<file path="src/hw/rtl/tdc_pkg.sv">
package tdc_pkg;

  localparam int unsigned CORNER_W = 32;
  localparam int unsigned SLICE_W  = 3;
  localparam int unsigned MASK_W   = 16;

  typedef logic signed [CORNER_W-1:0] corner_t;

  typedef struct packed {
    corner_t bot_z0_x0;
    corner_t bot_z0_x1;
    corner_t bot_z1_x0;
    corner_t bot_z1_x1;
    corner_t top_z0_x0;
    corner_t top_z0_x1;
    corner_t top_z1_x0;
    corner_t top_z1_x1;
  } in_word_t;

  typedef struct packed {
    logic [SLICE_W-1:0] slice_index;
    logic [MASK_W-1:0]  solid_mask;
    logic               last_slice;
  } out_word_t;

endpackage

</file>
<file path="src/hw/rtl/tdc_edge_cell.sv">
module tdc_edge_cell import tdc_pkg::*; #(
  parameter int unsigned SHIFT = 3
) (
  input  logic    clk,
  input  logic    load,
  input  logic    step,
  input  corner_t bot,
  input  corner_t top,
  output corner_t e_r
);

  localparam int unsigned AW = CORNER_W + 1 + SHIFT;

  corner_t                     a_r;
  logic signed [CORNER_W:0]    diff_r;
  logic signed [AW-1:0]        acc_r;
  logic signed [CORNER_W:0]    diff_nxt;
  logic signed [AW-1:0]        acc_nxt;
  logic signed [AW-1:0]        e_full;
  corner_t                     e_nxt;

  always_comb begin
    diff_nxt = $signed({top[CORNER_W-1], top}) - $signed({bot[CORNER_W-1], bot});
    acc_nxt  = acc_r + $signed({{(AW-CORNER_W-1){diff_r[CORNER_W]}}, diff_r});
    e_full   = $signed({{(AW-CORNER_W){a_r[CORNER_W-1]}}, a_r}) + (acc_r >>> SHIFT);
    e_nxt    = e_full[CORNER_W-1:0];
  end

  // running product diff * ly, one add per slice
  always_ff @(posedge clk) begin
    e_r <= e_nxt;
    if (load) begin
      a_r    <= bot;
      diff_r <= diff_nxt;
      acc_r  <= '0;
    end else if (step) begin
      acc_r  <= acc_nxt;
    end
  end

endmodule

</file>
<file path="src/hw/rtl/tdc_lerp_cell.sv">
module tdc_lerp_cell import tdc_pkg::*; #(
  parameter int unsigned SHIFT = 2,
  parameter int unsigned T     = 0
) (
  input  logic    clk,
  input  corner_t a,
  input  corner_t b,
  output corner_t y_r
);

  localparam int unsigned PW = CORNER_W + SHIFT + 2;
  localparam logic [SHIFT:0] T_C = (SHIFT+1)'(T);

  logic signed [PW-1:0] diff;
  logic signed [PW-1:0] prod;
  logic signed [PW-1:0] y_full;
  corner_t              y_nxt;

  always_comb begin
    diff   = $signed({{(PW-CORNER_W){b[CORNER_W-1]}}, b})
           - $signed({{(PW-CORNER_W){a[CORNER_W-1]}}, a});
    prod   = diff * $signed({{(PW-SHIFT-1){1'b0}}, T_C});
    // arithmetic shift gives the floor for negative products
    y_full = $signed({{(PW-CORNER_W){a[CORNER_W-1]}}, a}) + (prod >>> SHIFT);
    y_nxt  = y_full[CORNER_W-1:0];
  end

  always_ff @(posedge clk) begin
    y_r <= y_nxt;
  end

endmodule

</file>
<file path="src/hw/rtl/trilinear_density_cell_to_solid_mask.sv">
// channel | ports                     | handshake
// --------+---------------------------+------------------------------------
// input   | start, busy, in_word      | word taken when start && !busy
// result  | out_valid, out_word       | one-cycle strobe, no back-pressure
//
// one cell gives 2^Y_SHIFT slice words, one per cycle; the slice walker counter
// sets that number, and the edge cells step with it.
// the next cell is taken on the cycle of the last slice step, so cells follow
// without gaps. the first slice word passes the edge cells, the row and point
// lerp cells and the output register. busy is high during reset.
// reset clears the walker and the strobe pipe; the receiver cannot stall.
module trilinear_density_cell_to_solid_mask import tdc_pkg::*; #(
  parameter int unsigned Y_SHIFT  = 3,
  parameter int unsigned XZ_SHIFT = 2
) (
  input  logic      clk,
  input  logic      rst_n,
  input  logic      start,
  output logic      busy,
  input  in_word_t  in_word,
  output logic      out_valid,
  output out_word_t out_word
);

  localparam int unsigned NXZ   = 1 << XZ_SHIFT;
  localparam int unsigned NPTS  = NXZ * NXZ;
  localparam int unsigned MBITS = (NPTS < MASK_W) ? NPTS : MASK_W;
  localparam int unsigned NSTG  = 3;
  localparam logic [Y_SHIFT-1:0] LAST_CNT = '1;

  logic               active_r, active_nxt;
  logic [Y_SHIFT-1:0] cnt_r, cnt_nxt;
  logic               accept;

  logic               vld_r  [NSTG];
  logic               last_r [NSTG];
  logic [Y_SHIFT-1:0] ly_r   [NSTG];

  logic               out_valid_r;
  out_word_t          out_word_r;
  logic [MASK_W-1:0]  mask_nxt;

  corner_t e00, e01, e10, e11;
  corner_t r0 [NXZ];
  corner_t r1 [NXZ];
  corner_t d  [NPTS];

  assign busy   = !rst_n || (active_r && (cnt_r != LAST_CNT));
  assign accept = start && !busy;

  always_comb begin
    active_nxt = active_r;
    cnt_nxt    = cnt_r;
    if (accept) begin
      active_nxt = 1'b1;
      cnt_nxt    = '0;
    end else if (active_r) begin
      if (cnt_r == LAST_CNT) begin
        active_nxt = 1'b0;
      end
      cnt_nxt = cnt_r + 1'b1;
    end
  end

  always_ff @(posedge clk) begin
    if (!rst_n) begin
      active_r <= 1'b0;
      cnt_r    <= '0;
    end else begin
      active_r <= active_nxt;
      cnt_r    <= cnt_nxt;
    end
  end

  // vertical edges
  tdc_edge_cell #(.SHIFT(Y_SHIFT)) u_edge00 (
    .clk(clk), .load(accept), .step(active_r),
    .bot(in_word.bot_z0_x0), .top(in_word.top_z0_x0), .e_r(e00)
  );
  tdc_edge_cell #(.SHIFT(Y_SHIFT)) u_edge01 (
    .clk(clk), .load(accept), .step(active_r),
    .bot(in_word.bot_z0_x1), .top(in_word.top_z0_x1), .e_r(e01)
  );
  tdc_edge_cell #(.SHIFT(Y_SHIFT)) u_edge10 (
    .clk(clk), .load(accept), .step(active_r),
    .bot(in_word.bot_z1_x0), .top(in_word.top_z1_x0), .e_r(e10)
  );
  tdc_edge_cell #(.SHIFT(Y_SHIFT)) u_edge11 (
    .clk(clk), .load(accept), .step(active_r),
    .bot(in_word.bot_z1_x1), .top(in_word.top_z1_x1), .e_r(e11)
  );

  // z rows, then x points
  for (genvar gz = 0; gz < NXZ; gz++) begin : g_row
    tdc_lerp_cell #(.SHIFT(XZ_SHIFT), .T(gz)) u_row0 (
      .clk(clk), .a(e00), .b(e10), .y_r(r0[gz])
    );
    tdc_lerp_cell #(.SHIFT(XZ_SHIFT), .T(gz)) u_row1 (
      .clk(clk), .a(e01), .b(e11), .y_r(r1[gz])
    );
    for (genvar gx = 0; gx < NXZ; gx++) begin : g_pt
      tdc_lerp_cell #(.SHIFT(XZ_SHIFT), .T(gx)) u_pt (
        .clk(clk), .a(r0[gz]), .b(r1[gz]), .y_r(d[gz*NXZ+gx])
      );
    end
  end

  always_comb begin
    mask_nxt = '0;
    for (int i = 0; i < MBITS; i++) begin
      mask_nxt[i] = (d[i] > 0);
    end
  end

  // slice tags ride alongside the lerp stages
  always_ff @(posedge clk) begin
    if (!rst_n) begin
      for (int s = 0; s < NSTG; s++) begin
        vld_r[s] <= 1'b0;
      end
      out_valid_r <= 1'b0;
    end else begin
      vld_r[0] <= active_r;
      for (int s = 1; s < NSTG; s++) begin
        vld_r[s] <= vld_r[s-1];
      end
      out_valid_r <= vld_r[NSTG-1];
    end
  end

  always_ff @(posedge clk) begin
    ly_r[0]   <= cnt_r;
    last_r[0] <= (cnt_r == LAST_CNT);
    for (int s = 1; s < NSTG; s++) begin
      ly_r[s]   <= ly_r[s-1];
      last_r[s] <= last_r[s-1];
    end
    out_word_r.slice_index <= SLICE_W'(ly_r[NSTG-1]);
    out_word_r.solid_mask  <= mask_nxt;
    out_word_r.last_slice  <= last_r[NSTG-1];
  end

  assign out_valid = out_valid_r;
  assign out_word  = out_word_r;

  a_first_slice: assert property (@(posedge clk) disable iff (!rst_n)
    (start && !busy) |-> ##5 (out_valid && out_word.slice_index == '0))
    else $error("first slice word missing after cell taken");

  a_slices_contiguous: assert property (@(posedge clk) disable iff (!rst_n)
    (out_valid && !out_word.last_slice) |=> out_valid)
    else $error("gap inside a cell's slice words");

  a_last_index: assert property (@(posedge clk) disable iff (!rst_n)
    (out_valid && out_word.last_slice) |-> (out_word.slice_index == SLICE_W'(LAST_CNT)))
    else $error("last slice flag on wrong slice");

  a_busy_active: assert property (@(posedge clk) disable iff (!rst_n)
    busy |-> active_r)
    else $error("busy while walker idle");

endmodule
</file>
<file path="config.mk">
export PLATFORM = sky130hd
export DESIGN_NAME = trilinear_density_cell_to_solid_mask
export DESIGN_NICKNAME = d
export VERILOG_FILES = /design/src/hw/rtl/tdc_pkg.sv /design/src/hw/rtl/tdc_edge_cell.sv /design/src/hw/rtl/tdc_lerp_cell.sv /design/src/hw/rtl/trilinear_density_cell_to_solid_mask.sv
export SDC_FILE = /design/constraint.sdc
export NUM_CORES = 2
export LEC_CHECK = 0
export ABC_AREA = 0
export CAP_MARGIN = 20
export CORE_AREA = 2 2 598 600
export CTS_CLUSTER_SIZE = 28
export DETAILED_ROUTE_END_ITERATION = 10
export DIE_AREA = 0 0 600 602
export DONT_BUFFER_PORTS = 1
export HOLD_SLACK_MARGIN = 0.1
export SKIP_LAST_GASP = 1
export SLEW_MARGIN = 20
export SYNTH_ARGS = -nofsm -noshare
export SYNTH_HDL_FRONTEND = slang
export SYNTH_SLANG_ARGS = --single-unit
</file>
<file path="constraint.sdc">
create_clock -name clk -period 25 [get_ports clk]
set_input_delay 1.25 -clock clk [delete_from_list [all_inputs] [get_ports clk]]
set_output_delay 1.25 -clock clk [all_outputs]
set_load 0.005 [all_outputs]
</file>
==> impl_metrics.ini <==
[logic_synthesis]
synth_flop_cell = dfxtp_1
synth_enable_flop_cells = 260
synth_top_area_frac = 0.2178
synth_most_common_cell = ha_1
syn_nets = 12940
synth_top_cell_by_area = dfxtp_1
synthDistinctLibCells = 96
synth-async-reset-ratio = 0
synth.top_cells.by_area = dfxtp_1 22%, ha_1 19%, edfxtp_1 7.9%
ys_seq_elements = 1336
netlist_area_sq_um = 98900
syn_inst = 11120
ys_seq_area_frac = 0.2967
ys.warnings.count = 0
syn_avg_cell_area_sq_um = 8.897
synth_common_cells = 1,524 x ha_1, 1,076 x dfxtp_1, 1,070 x a21oi_1

[place]
gp_congestion = 0.9286
io_buffers = 0
dp_hpwl_um = 236800

[timing]
finClkSkew_ns = 0.05390
finalCritPeriodShare = 0.3032
hold_violations = 0
fmax_mhz = 131.9
drv_slew = 0
worstMarginPinSlew_ns = 0.9801
grt_setup_unrepaired = no
setup_tns_ns = 0
final.min_clock_period_ns = 7.581
setup_viol = 0
slew_headroom = 0.3297

[finish]
fin_nets = 12980
drive_gt1_frac = 0.03258
area_growth_pct = 10.78
n_fill_cell = 37150

[worst_setup_path]
rrSetupSlack_ns = 17.42
cp-start-kind = register
worst_path_most_repeated_cell = ha_1
required_ns = 25.72
crit_slowest_cell = dfxtp_1
cp.arrival_ns = 8.30
crit_path_max_fanout = 9
max_stage_delay_ns = 0.67
cp-end-kind = register
crit_type = reg -> reg

[grt]
first_global_vias = 75520
antenna_found_initial = 30
grt_pass1_wl_um = 441100
grt.total_usage = 0.1549
grt_overflow_total = 0
grt_max_degree = 131

[detailed_routing]
routed_wl_um = 290100
drc = 0
first_iter_violations = 5194
detail-route-antenna-nets = 0
firstDrtPassIters = 5
vias = 80530
wl_per_cell_um = 18.10
viasPerCell = 5.025

[clock_tree]
cts_setup_buffers = 0
insertion_delay_ns = 0.85
postCtsResizedCells = 0
ctsHoldBuffers = 0
path_clk_slew_ns = 0.06
cts_tree = built
cts_made_buffers = 151
htreeDepth = 4
cts_sinks = 1336
clk_path_buf_depth = 4
root_buffer = clkbuf_16

[worst_hold_path]
worstHoldPathType = reg -> reg

[die]
ios = 281
fp.dieH_um = 602
die_w_um = 600
initial_utilization = 0.2787
row_count = 219
dieArea_sq_um = 361200
coreArea_sq_um = 354800

[run_status]
status = completed

[job]
maxCapViolCount = 0
## registers in the layout, summed over array words and instances, names as in the netlist, 35 cells and up
register and cells:
g_row.g_pt.u_pt.y_r 512, g_row.u_row0.y_r 128, g_row.u_row1.y_r 128, u_edge00.acc_r 35, u_edge01.acc_r 35, u_edge10.acc_r 35
u_edge11.acc_r 35
## cell type report
cell class | instances | area [sq um] | area share
multi-input cells | 8952 | 66460 | 0.6065
well taps | 4751 | 5944 | 0.05425
clock inverters | 69 | 742.0 | 0.006772
repair buffers | 15 | 137.6 | 0.001256
inverters | 696 | 2621 | 0.02392
clock buffers | 195 | 4284 | 0.03910
flip-flops and latches | 1336 | 29350 | 0.2679
diodes | 12 | 30.03 | 0.0002741
## through the flow
stage	util	hold slack, ns	cell area [sq um]	worst slack (ns)	std cells
6_report	0.3088	0.3270	109600	17.42	16030
5_1_grt	0.3087	0.3321	109500	16.75	16020
4_1_cts	0.3087	0.3265	109500	17.38	16010
3_5_place_dp	0.2945	0.3139	104500	17.43	15750
3_3_place_gp	0.2945	0.3127	104500	17.47	15750
2_1_floorplan	-	0.3096	98900	15.09	11120
## worst paths after layout
kind | from | to | cells after the start
setup / recovery | g_row[3].u_row0.y_r[1] | g_row[3].g_pt[3].u_pt.y_r[31] | 28
hold / removal | last_r[2] | out_word[0] | 0
setup reg to reg | g_row[3].u_row0.y_r[1] | g_row[3].g_pt[3].u_pt.y_r[31] | 28
hold reg to reg | last_r[2] | out_word[0] | 0
## cell families (layout without fill, tap and decap cells)
family,Yosys count,after routing,share of synthesized area
AO/OA/AOI/OAI,3434,3434,0.2247
AND/OR/NAND/NOR,2726,2726,0.1361
adder cells (fa/ha/maj),1566,1566,0.2013
flip-flops,1336,1336,0.2967
XOR/XNOR,1143,1143,0.1014
buffers and inverters,828,975,0.03145
multiplexers,83,83,0.008400
other,0,12,0
## layout by cell type (no fill, tap or decap), drive strengths merged, types with 71 or more instances in the layout
cell type	netlist	final
xnor2	806	806
nand2b	171	171
a211oi	124	124
xor2	336	336
inv	696	712
nor2b	171	171
nor4	127	127
mux2i	83	83
nand2	494	494
o21bai	163	163
a31oi	109	109
edfxtp	260	260
and3	113	113
nor2	814	814
clkbuf	117	195
dfxtp	1076	1076
a21oi	1072	1072
a21o	661	661
nand3	229	229
o21ai	554	554
o21a	163	163
nand4	128	128
ha	1524	1524
o31ai	71	71
nor3	218	218
## metal layers
metal / up-vias / routed length (um) / global-route usage
met5: - / 158 / 0
met2: 1888 / 130800 / 0.2561
li1: 40860 / - / -
met1: 37350 / 132200 / 0.2046
met3: 412 / 16150 / 0.02347
met4: 22 / 10860 / 0.05157
## worst max-delay path: cells and delay by family, from the launching register on
| kind | cells | cell delay (ns) |
|---|---|---|
| adder cells (fa/ha/maj) | 4 | 1.30 |
| XOR/XNOR | 3 | 0.86 |
| AO/OA/AOI/OAI | 16 | 4.18 |
| flip-flops | 1 | 0.67 |
| buffers and inverters | 1 | 0.09 |
| AND/OR/NAND/NOR | 4 | 0.38 |
Power is left out: the tool's default activity adds up to more than one toggle a clock period on the data nets, which glitch-free logic cannot reach.
